$ cat config.mk
export PLATFORM = sky130hd
export DESIGN_NAME = sha1_message_digest_top_flat
export DESIGN_NICKNAME = d
export VERILOG_FILES = /design/src/rtl/sha1_pkg.sv /design/src/rtl/sha1_if.sv /design/src/rtl/sha1_message_digest_top.sv /design/src/rtl/sha1_round.sv /design/src/flat_wrapper.sv
export SDC_FILE = /design/constraint.sdc
export NUM_CORES = 2
export LEC_CHECK = 0
export ABC_AREA = 1
export BUFFER_PORTS_ARGS = -buffer_cell sky130_fd_sc_hd__buf_2
export CELL_PAD_IN_SITES_DETAIL_PLACEMENT = 0
export CELL_PAD_IN_SITES_GLOBAL_PLACEMENT = 2
export CORE_UTILIZATION = 43
export CTS_BUF_LIST = sky130_fd_sc_hd__clkbuf_4 sky130_fd_sc_hd__clkbuf_8 sky130_fd_sc_hd__clkbuf_16
export DETAILED_ROUTE_END_ITERATION = 16
export GPL_TIMING_DRIVEN = 0
export PLACE_DENSITY = 0.95
export RECOVER_POWER = 25
export SLEW_MARGIN = 0
export SYNTH_ARGS = -nofsm -noshare
export SYNTH_HDL_FRONTEND = slang
export SYNTH_SLANG_ARGS = --single-unit
$ cat constraint.sdc
create_clock -name clk_i -period 39.3 [get_ports clk_i]
set_clock_uncertainty 0.2 [all_clocks]
set_input_delay 7.86 -clock clk_i [delete_from_list [all_inputs] [get_ports clk_i]]
set_output_delay 7.86 -clock clk_i [all_outputs]
set_load 0.005 [all_outputs]
$ cat src/rtl/sha1_pkg.sv
package sha1_pkg;

  localparam int unsigned NumWords = 5;

  typedef logic [31:0] word_t;
  typedef logic [7:0]  byte_t;
  typedef logic [6:0]  rnd_t;
  typedef logic [6:0]  fill_t;
  typedef logic [60:0] count_t;
  typedef logic [2:0]  widx_t;

  localparam rnd_t  LastRound  = 7'd79;
  localparam rnd_t  SchedStart = 7'd16;
  localparam fill_t FillFull   = 7'd64;
  localparam fill_t FillLast   = 7'd63;
  localparam fill_t FillLen    = 7'd56;
  localparam widx_t LastWord   = 3'd4;
  localparam byte_t PadMark    = 8'h80;

  localparam word_t K0 = 32'h5A827999;
  localparam word_t K1 = 32'h6ED9EBA1;
  localparam word_t K2 = 32'h8F1BBCDC;
  localparam word_t K3 = 32'hCA62C1D6;

  typedef struct packed {
    word_t a;
    word_t b;
    word_t c;
    word_t d;
    word_t e;
  } sha1_abcde_t;

  typedef enum logic [2:0] {
    StIdle,
    StComp,
    StAdd,
    StPad,
    StOut
  } sha1_state_e;

  function automatic word_t iv(widx_t i);
    word_t r;
    case (i)
      3'd0:    r = 32'h67452301;
      3'd1:    r = 32'hEFCDAB89;
      3'd2:    r = 32'h98BADCFE;
      3'd3:    r = 32'h10325476;
      default: r = 32'hC3D2E1F0;
    endcase
    return r;
  endfunction

endpackage

$ cat src/rtl/sha1_if.sv
interface sha1_in_if import sha1_pkg::*; ();
  logic  valid;
  logic  ready;
  byte_t data_byte;
  logic  has_byte;
  logic  end_of_message;

  modport source (output valid, data_byte, has_byte, end_of_message, input ready);
  modport sink   (input valid, data_byte, has_byte, end_of_message, output ready);
endinterface

interface sha1_out_if import sha1_pkg::*; ();
  logic  valid;
  logic  ready;
  word_t digest_word;
  widx_t word_index;
  logic  last_word;

  modport source (output valid, digest_word, word_index, last_word, input ready);
  modport sink   (input valid, digest_word, word_index, last_word, output ready);
endinterface

$ cat src/rtl/sha1_message_digest_top.sv
// channel | dir | payload                                  | handshake
// in_i    | in  | data_byte[7:0], has_byte, end_of_message | valid/ready
// out_o   | out | digest_word[31:0], word_index[2:0], last | valid/ready
//
// A byte item shifts into the block buffer; the 64th byte of a block also starts a compression
// (80 rounds through one shared round unit, then the chaining add).
// An end item pads one byte a cycle and writes the 64-bit bit length as one shift (padding may
// span two blocks), runs one or two compressions, then offers five digest words, one per
// cycle while out_o.ready is high.
// in_i.ready is low from the accept of a 64th byte or an end item until idle again.
// Reset is asynchronous and loads the initial vector; no clearing pass.
module sha1_message_digest_top import sha1_pkg::*; (
  input  logic clk_i,
  input  logic rst_ni,
  sha1_in_if.sink    in_i,
  sha1_out_if.source out_o
);

  sha1_state_e state_q, state_d;
  fill_t       fill_q;
  count_t      cnt_q;
  logic        mark_q;
  logic        fin_q;
  logic        last_q;
  rnd_t        rnd_q;
  widx_t       oidx_q;
  word_t       h_q [NumWords];
  logic [511:0] win_q;
  sha1_abcde_t st_q;
  sha1_abcde_t st_nx;
  word_t       wi;
  logic        in_acc;
  logic        out_acc;
  logic        comp_start;
  logic        len_step;

  assign in_acc     = in_i.valid && in_i.ready;
  assign out_acc    = out_o.valid && out_o.ready;
  assign comp_start = (state_q != StComp) && (state_d == StComp);
  assign len_step   = (state_q == StPad) && mark_q && (fill_q == FillLen);

  sha1_round u_round (
    .rnd_i (rnd_q),
    .st_i  (st_q),
    .w0_i  (win_q[511:480]),
    .w2_i  (win_q[447:416]),
    .w8_i  (win_q[255:224]),
    .w13_i (win_q[95:64]),
    .w_o   (wi),
    .st_o  (st_nx)
  );

  always_comb begin
    state_d = state_q;
    case (state_q)
      StIdle: begin
        if (in_acc) begin
          if (in_i.has_byte && (fill_q == FillLast)) begin
            state_d = StComp;
          end else if (in_i.end_of_message) begin
            state_d = StPad;
          end
        end
      end
      StComp: begin
        if (rnd_q == LastRound) begin
          state_d = StAdd;
        end
      end
      StAdd: begin
        if (last_q) begin
          state_d = StOut;
        end else if (fin_q) begin
          state_d = StPad;
        end else begin
          state_d = StIdle;
        end
      end
      StPad: begin
        if (len_step || (fill_q == FillFull)) begin
          state_d = StComp;
        end
      end
      StOut: begin
        if (out_acc && (oidx_q == LastWord)) begin
          state_d = StIdle;
        end
      end
      default: state_d = StIdle;
    endcase
  end

  always_comb begin
    in_i.ready        = (state_q == StIdle);
    out_o.valid       = (state_q == StOut);
    out_o.digest_word = h_q[oidx_q];
    out_o.word_index  = oidx_q;
    out_o.last_word   = (oidx_q == LastWord);
  end

  always_ff @(posedge clk_i or negedge rst_ni) begin
    if (!rst_ni) begin
      state_q <= StIdle;
      fill_q  <= '0;
      cnt_q   <= '0;
      mark_q  <= 1'b0;
      fin_q   <= 1'b0;
      last_q  <= 1'b0;
      rnd_q   <= '0;
      oidx_q  <= '0;
      for (int i = 0; i < NumWords; i++) begin
        h_q[i] <= iv(widx_t'(i));
      end
    end else begin
      state_q <= state_d;
      case (state_q)
        StIdle: begin
          if (in_acc) begin
            fin_q <= in_i.end_of_message;
            if (in_i.has_byte) begin
              fill_q <= fill_q + 7'd1;
              cnt_q  <= cnt_q + 61'd1;
            end
          end
        end
        StComp: begin
          rnd_q <= rnd_q + 7'd1;
        end
        StAdd: begin
          h_q[0] <= h_q[0] + st_q.a;
          h_q[1] <= h_q[1] + st_q.b;
          h_q[2] <= h_q[2] + st_q.c;
          h_q[3] <= h_q[3] + st_q.d;
          h_q[4] <= h_q[4] + st_q.e;
          fill_q <= '0;
          rnd_q  <= '0;
        end
        StPad: begin
          if (len_step) begin
            fill_q <= FillFull;
            last_q <= 1'b1;
          end else if (fill_q != FillFull) begin
            fill_q <= fill_q + 7'd1;
            mark_q <= 1'b1;
          end
        end
        StOut: begin
          if (out_acc) begin
            if (oidx_q == LastWord) begin
              oidx_q <= '0;
              cnt_q  <= '0;
              fill_q <= '0;
              mark_q <= 1'b0;
              fin_q  <= 1'b0;
              last_q <= 1'b0;
              for (int i = 0; i < NumWords; i++) begin
                h_q[i] <= iv(widx_t'(i));
              end
            end else begin
              oidx_q <= oidx_q + 3'd1;
            end
          end
        end
        default: ;
      endcase
    end
  end

  always_ff @(posedge clk_i) begin
    if ((state_q == StIdle) && in_acc && in_i.has_byte) begin
      win_q <= {win_q[503:0], in_i.data_byte};
    end else if (len_step) begin
      win_q <= {win_q[447:0], cnt_q, 3'b000};
    end else if ((state_q == StPad) && (fill_q != FillFull)) begin
      win_q <= {win_q[503:0], (mark_q ? 8'h00 : PadMark)};
    end else if (state_q == StComp) begin
      win_q <= {win_q[479:0], wi};
    end
    if (comp_start) begin
      st_q <= '{a: h_q[0], b: h_q[1], c: h_q[2], d: h_q[3], e: h_q[4]};
    end else if (state_q == StComp) begin
      st_q <= st_nx;
    end
  end

  a_no_overlap: assert property (@(posedge clk_i) disable iff (!rst_ni)
    !(in_i.ready && out_o.valid))
    else $error("input ready while digest is offered");

  a_fill_range: assert property (@(posedge clk_i) disable iff (!rst_ni)
    fill_q <= FillFull)
    else $error("buffer fill out of range");

  a_round_range: assert property (@(posedge clk_i) disable iff (!rst_ni)
    (state_q == StComp) |-> (rnd_q <= LastRound))
    else $error("round counter out of range");

  a_clear_after: assert property (@(posedge clk_i) disable iff (!rst_ni)
    (out_acc && out_o.last_word) |=> (fill_q == '0) && (cnt_q == '0) && !mark_q)
    else $error("message state not cleared after digest");

endmodule

$ cat src/rtl/sha1_round.sv
module sha1_round import sha1_pkg::*; (
  input  rnd_t        rnd_i,
  input  sha1_abcde_t st_i,
  input  word_t       w0_i,
  input  word_t       w2_i,
  input  word_t       w8_i,
  input  word_t       w13_i,
  output word_t       w_o,
  output sha1_abcde_t st_o
);

  word_t wx;
  word_t f;
  word_t k;
  word_t t;

  always_comb begin
    wx  = w13_i ^ w8_i ^ w2_i ^ w0_i;
    w_o = (rnd_i < SchedStart) ? w0_i : {wx[30:0], wx[31]};
  end

  always_comb begin
    if (rnd_i inside {[7'd0:7'd19]}) begin
      f = (st_i.b & st_i.c) | (~st_i.b & st_i.d);
      k = K0;
    end else if (rnd_i inside {[7'd20:7'd39]}) begin
      f = st_i.b ^ st_i.c ^ st_i.d;
      k = K1;
    end else if (rnd_i inside {[7'd40:7'd59]}) begin
      f = (st_i.b & st_i.c) | (st_i.b & st_i.d) | (st_i.c & st_i.d);
      k = K2;
    end else begin
      f = st_i.b ^ st_i.c ^ st_i.d;
      k = K3;
    end
  end

  always_comb begin
    t      = {st_i.a[26:0], st_i.a[31:27]} + f + st_i.e + k + w_o;
    st_o.a = t;
    st_o.b = st_i.a;
    st_o.c = {st_i.b[1:0], st_i.b[31:2]};
    st_o.d = st_i.c;
    st_o.e = st_i.d;
  end

endmodule

$ cat src/flat_wrapper.sv
// flat-port wrapper written by rule: the top's interface ports become plain ports
module sha1_message_digest_top_flat import sha1_pkg::*;
  (clk_i, rst_ni, in_i_valid, in_i_data_byte, in_i_has_byte, in_i_end_of_message, in_i_ready, out_o_valid, out_o_digest_word, out_o_word_index, out_o_last_word, out_o_ready);
  sha1_in_if in_i_i ();
  sha1_out_if out_o_i ();
  input  logic clk_i;
  input  logic rst_ni;
  input wire logic [$bits(in_i_i.valid)-1:0] in_i_valid;
  input wire logic [$bits(in_i_i.data_byte)-1:0] in_i_data_byte;
  input wire logic [$bits(in_i_i.has_byte)-1:0] in_i_has_byte;
  input wire logic [$bits(in_i_i.end_of_message)-1:0] in_i_end_of_message;
  output wire logic [$bits(in_i_i.ready)-1:0] in_i_ready;
  output wire logic [$bits(out_o_i.valid)-1:0] out_o_valid;
  output wire logic [$bits(out_o_i.digest_word)-1:0] out_o_digest_word;
  output wire logic [$bits(out_o_i.word_index)-1:0] out_o_word_index;
  output wire logic [$bits(out_o_i.last_word)-1:0] out_o_last_word;
  input wire logic [$bits(out_o_i.ready)-1:0] out_o_ready;
  assign in_i_i.valid = in_i_valid;
  assign in_i_i.data_byte = in_i_data_byte;
  assign in_i_i.has_byte = in_i_has_byte;
  assign in_i_i.end_of_message = in_i_end_of_message;
  assign in_i_ready = in_i_i.ready;
  assign out_o_valid = out_o_i.valid;
  assign out_o_digest_word = out_o_i.digest_word;
  assign out_o_word_index = out_o_i.word_index;
  assign out_o_last_word = out_o_i.last_word;
  assign out_o_i.ready = out_o_ready;
  sha1_message_digest_top u_core (.clk_i(clk_i), .rst_ni(rst_ni), .in_i(in_i_i), .out_o(out_o_i));
endmodule
==> impl_metrics.tcl <==
set metrics [dict create \
    status "finished, violations left" \
    violations "capacitance limit, slew limit" \
    num_io_pins 52 \
    synth_cells 7114 \
    cp.arrival_ns 18.98 \
    worstMarginPinSlew_ns 6.001 \
    fmax_ghz 0.05059 \
    nFillCells 13530 \
    hold_viol_final 0 \
    die_height_um 372.6 \
    holdPathStages 2 \
    initialDrtViolationCount 6452 \
    synth_seq_cells 916 \
    slowest_delay_ns 4.41 \
    synth_warnings 0 \
    critPathMaxFanout 106 \
    wl_um 258400 \
    syn_area_um2 59040 \
    post_cts_buffers 0 \
    maxCapViolations 8 \
    slew_headroom_pct -300.0 \
    cp-start-kind "input port" \
    period_minus_slack_ns 19.77 \
    grt_pass1_vias 53440 \
    fin_crit_sh_pct 50.30 \
    synth_top_area_cell "edfxtp_1" \
    fin_util_pct 48.15 \
    grt_pass1_wl_um 369300 \
    detail-route-antenna-nets 0 \
    firstDrtPassIters 8 \
    vias 54910 \
    coreArea_um2 135800 \
    synth_cell_types 52 \
    dp_hpwl_um 206100 \
    path_class "input port to async pin" \
    synth_edf_count 672 \
    die_w_um 372.6 \
    ff_latch_area_um2 26390 \
    cp_slowest_cell "clkbuf_1" \
    clock_sink_count 916 \
    synthArstFlopShare_pct 26.64 \
    synthTopCellsByArea "edfxtp_1 34%, nor2_1 8.6%, dfrtp_1 7.0%, nand2_1 6.4%, o22ai_1 6.0%" \
    hold_buffers 0 \
    insertion_delay_ns 0.77 \
    synth_common_cells "1357 x nor2_1, 1001 x nand2_1, 794 x inv_1" \
    synth.most_common_cell "nor2_1" \
    htree_levels 3 \
    start_util_pct 43.48 \
    drive_gt1_share_pct 5.556 \
    setup_viol 0 \
    final_nets 7654 \
    hp-class "register to register" \
    cts_tree "done" \
    rsz0062_at_grt "false" \
    fp.dieArea_um2 138800 \
    ys.flop_type "edfxtp_1" \
    rows 135 \
    synthToLayoutAreaGrowth_pct 10.74 \
    r2r_cells 24 \
    wl_per_cell_um 28.21 \
    slew_viol_final 308 \
    cts_root_buf "clkbuf_16" \
    vias_per_cell 5.994 \
    finalSetupTns_ns 0 \
    gp_congestion 1.070 \
    synth_seq_area_share_pct 44.69 \
    multi_input_area_um2 28360 \
    cts_resized 0 \
    clkTransAtPathRegs_ns 0.06 \
    cp_common_cell "clkbuf_1" \
    grt-ovfl-total 0 \
    worstPathRequired_ns 38.51 \
    drc_errors 0 \
    cp-end-kind "async pin" \
    port_buffers 51 \
    gr-usage-all-layers_pct 36.96 \
    syn_area_per_cell_um2 8.300 \
    antenna_found_initial 4 \
    cts_inserted_buffers 105 \
    syn_nets 7480 \
    worstPathCellList "clkbuf_1 > clkbuf_1 > clkbuf_1" \
    grt_max_degree 107 \
    netlist.area_leader.share_pct 34.18 \
    clk_path_buf_depth 3 \
]
==> path summary, 6_finish.rpt <==
kind / from / slack (ns) / endpoint
min in group asynchronous: rst_ni / 7.90 / u_core.h_q[108]
hold reg to reg: u_core.h_q[128] / 0.31 / u_core.h_q[128]
hold / removal: u_core.h_q[128] / 0.31 / u_core.h_q[128]
setup / recovery: rst_ni / 19.53 / u_core.fill_q[2]
max in group clk_i: u_core.out_o.word_index[0] / 27.02 / out_o_digest_word[24]
setup reg to reg: u_core.rnd_q[0] / 31.66 / u_core.st_q[159]
==> per-stage QoR <==
step / std cells / hold slack, ns / cell area [um2] / setup slack [ns]
floorplan: 7114 / 0.2557 / 59040 / 18.53
global placement: 8946 / 0.2919 / 61530 / 12.56
finish: 9162 / 0.3127 / 65390 / 19.53
detailed placement: 8959 / 0.2986 / 61920 / 27.79
CTS: 9157 / 0.3064 / 65450 / 27.17
global route: 9160 / 0.3436 / 65380 / 17.39
==> layout by cell type, fill, tap and decap left out, drive strengths merged, types with 17 or more instances in the layout <==
cell / instances
nand4: 93
xnor2: 123
a21oi: 387
dfrtp: 164
edfxtp: 672
clkinv: 49
nor4: 19
a211oi: 21
nand3: 265
nand2: 1003
ha: 227
o31ai: 20
clkbuf: 365
dfstp: 80
inv: 804
a31oi: 20
nor3: 74
o221ai: 40
xor2: 83
o21bai: 17
fa: 125
o21ai: 521
a21o: 24
o22ai: 567
buf: 145
o21a: 27
nor2: 1363
==> per-layer routing <==
layer	track usage (%)	vias up	part of all wire, %
met1	45.42	26760	38
met2	60.40	2688	46
li1	-	24820	-
met3	6.138	647	8.2
met4	23.24	0	7.6
met5	0	-	0
==> final cells by class <==
class | instances | area share [%]
flip-flops and latches | 916 | 40.35
inverters | 808 | 4.638
diodes | 2 | 0.007654
repair buffers | 67 | 0.9051
clock inverters | 57 | 0.9204
plain buffers | 302 | 1.902
multi-input cells | 5088 | 43.38
well taps | 1781 | 3.408
clock buffers | 141 | 4.489
==> sequential cells by signal, summed over array words and instances (netlist names) <==
| name | flops |
|---|---|
| u_core.rnd_q | 7 |
| u_core.state_q | 3 |
| u_core.mark_q | 1 |
| u_core.fill_q | 7 |
| u_core.h_q | 160 |
| u_core.out_o.word_index | 3 |
| u_core.cnt_q | 61 |
| u_core.win_q | 512 |
| u_core.last_q | 1 |
| u_core.fin_q | 1 |
| u_core.st_q | 160 |
==> worst max-delay path: cells and delay by family <==
family | cells | cell delay, ns
buf+inv | 3 | 10.68
==> logic make-up (layout without fill, tap and decap cells) <==
logic type,after synthesis,count (layout),synth area share [%]
AO/OA/AOI/OAI,1680,1680,16.37
other,0,2,0
adder cells (fa/ha/maj),352,352,9.049
flip-flops,916,916,44.69
XOR/XNOR,206,206,3.056
buffers and inverters,1110,1375,7.266
AND/OR/NAND/NOR,2850,2850,19.57
Power is not shown: default switching activity piles up to over one toggle a cycle in this logic, so the estimate is an artifact.
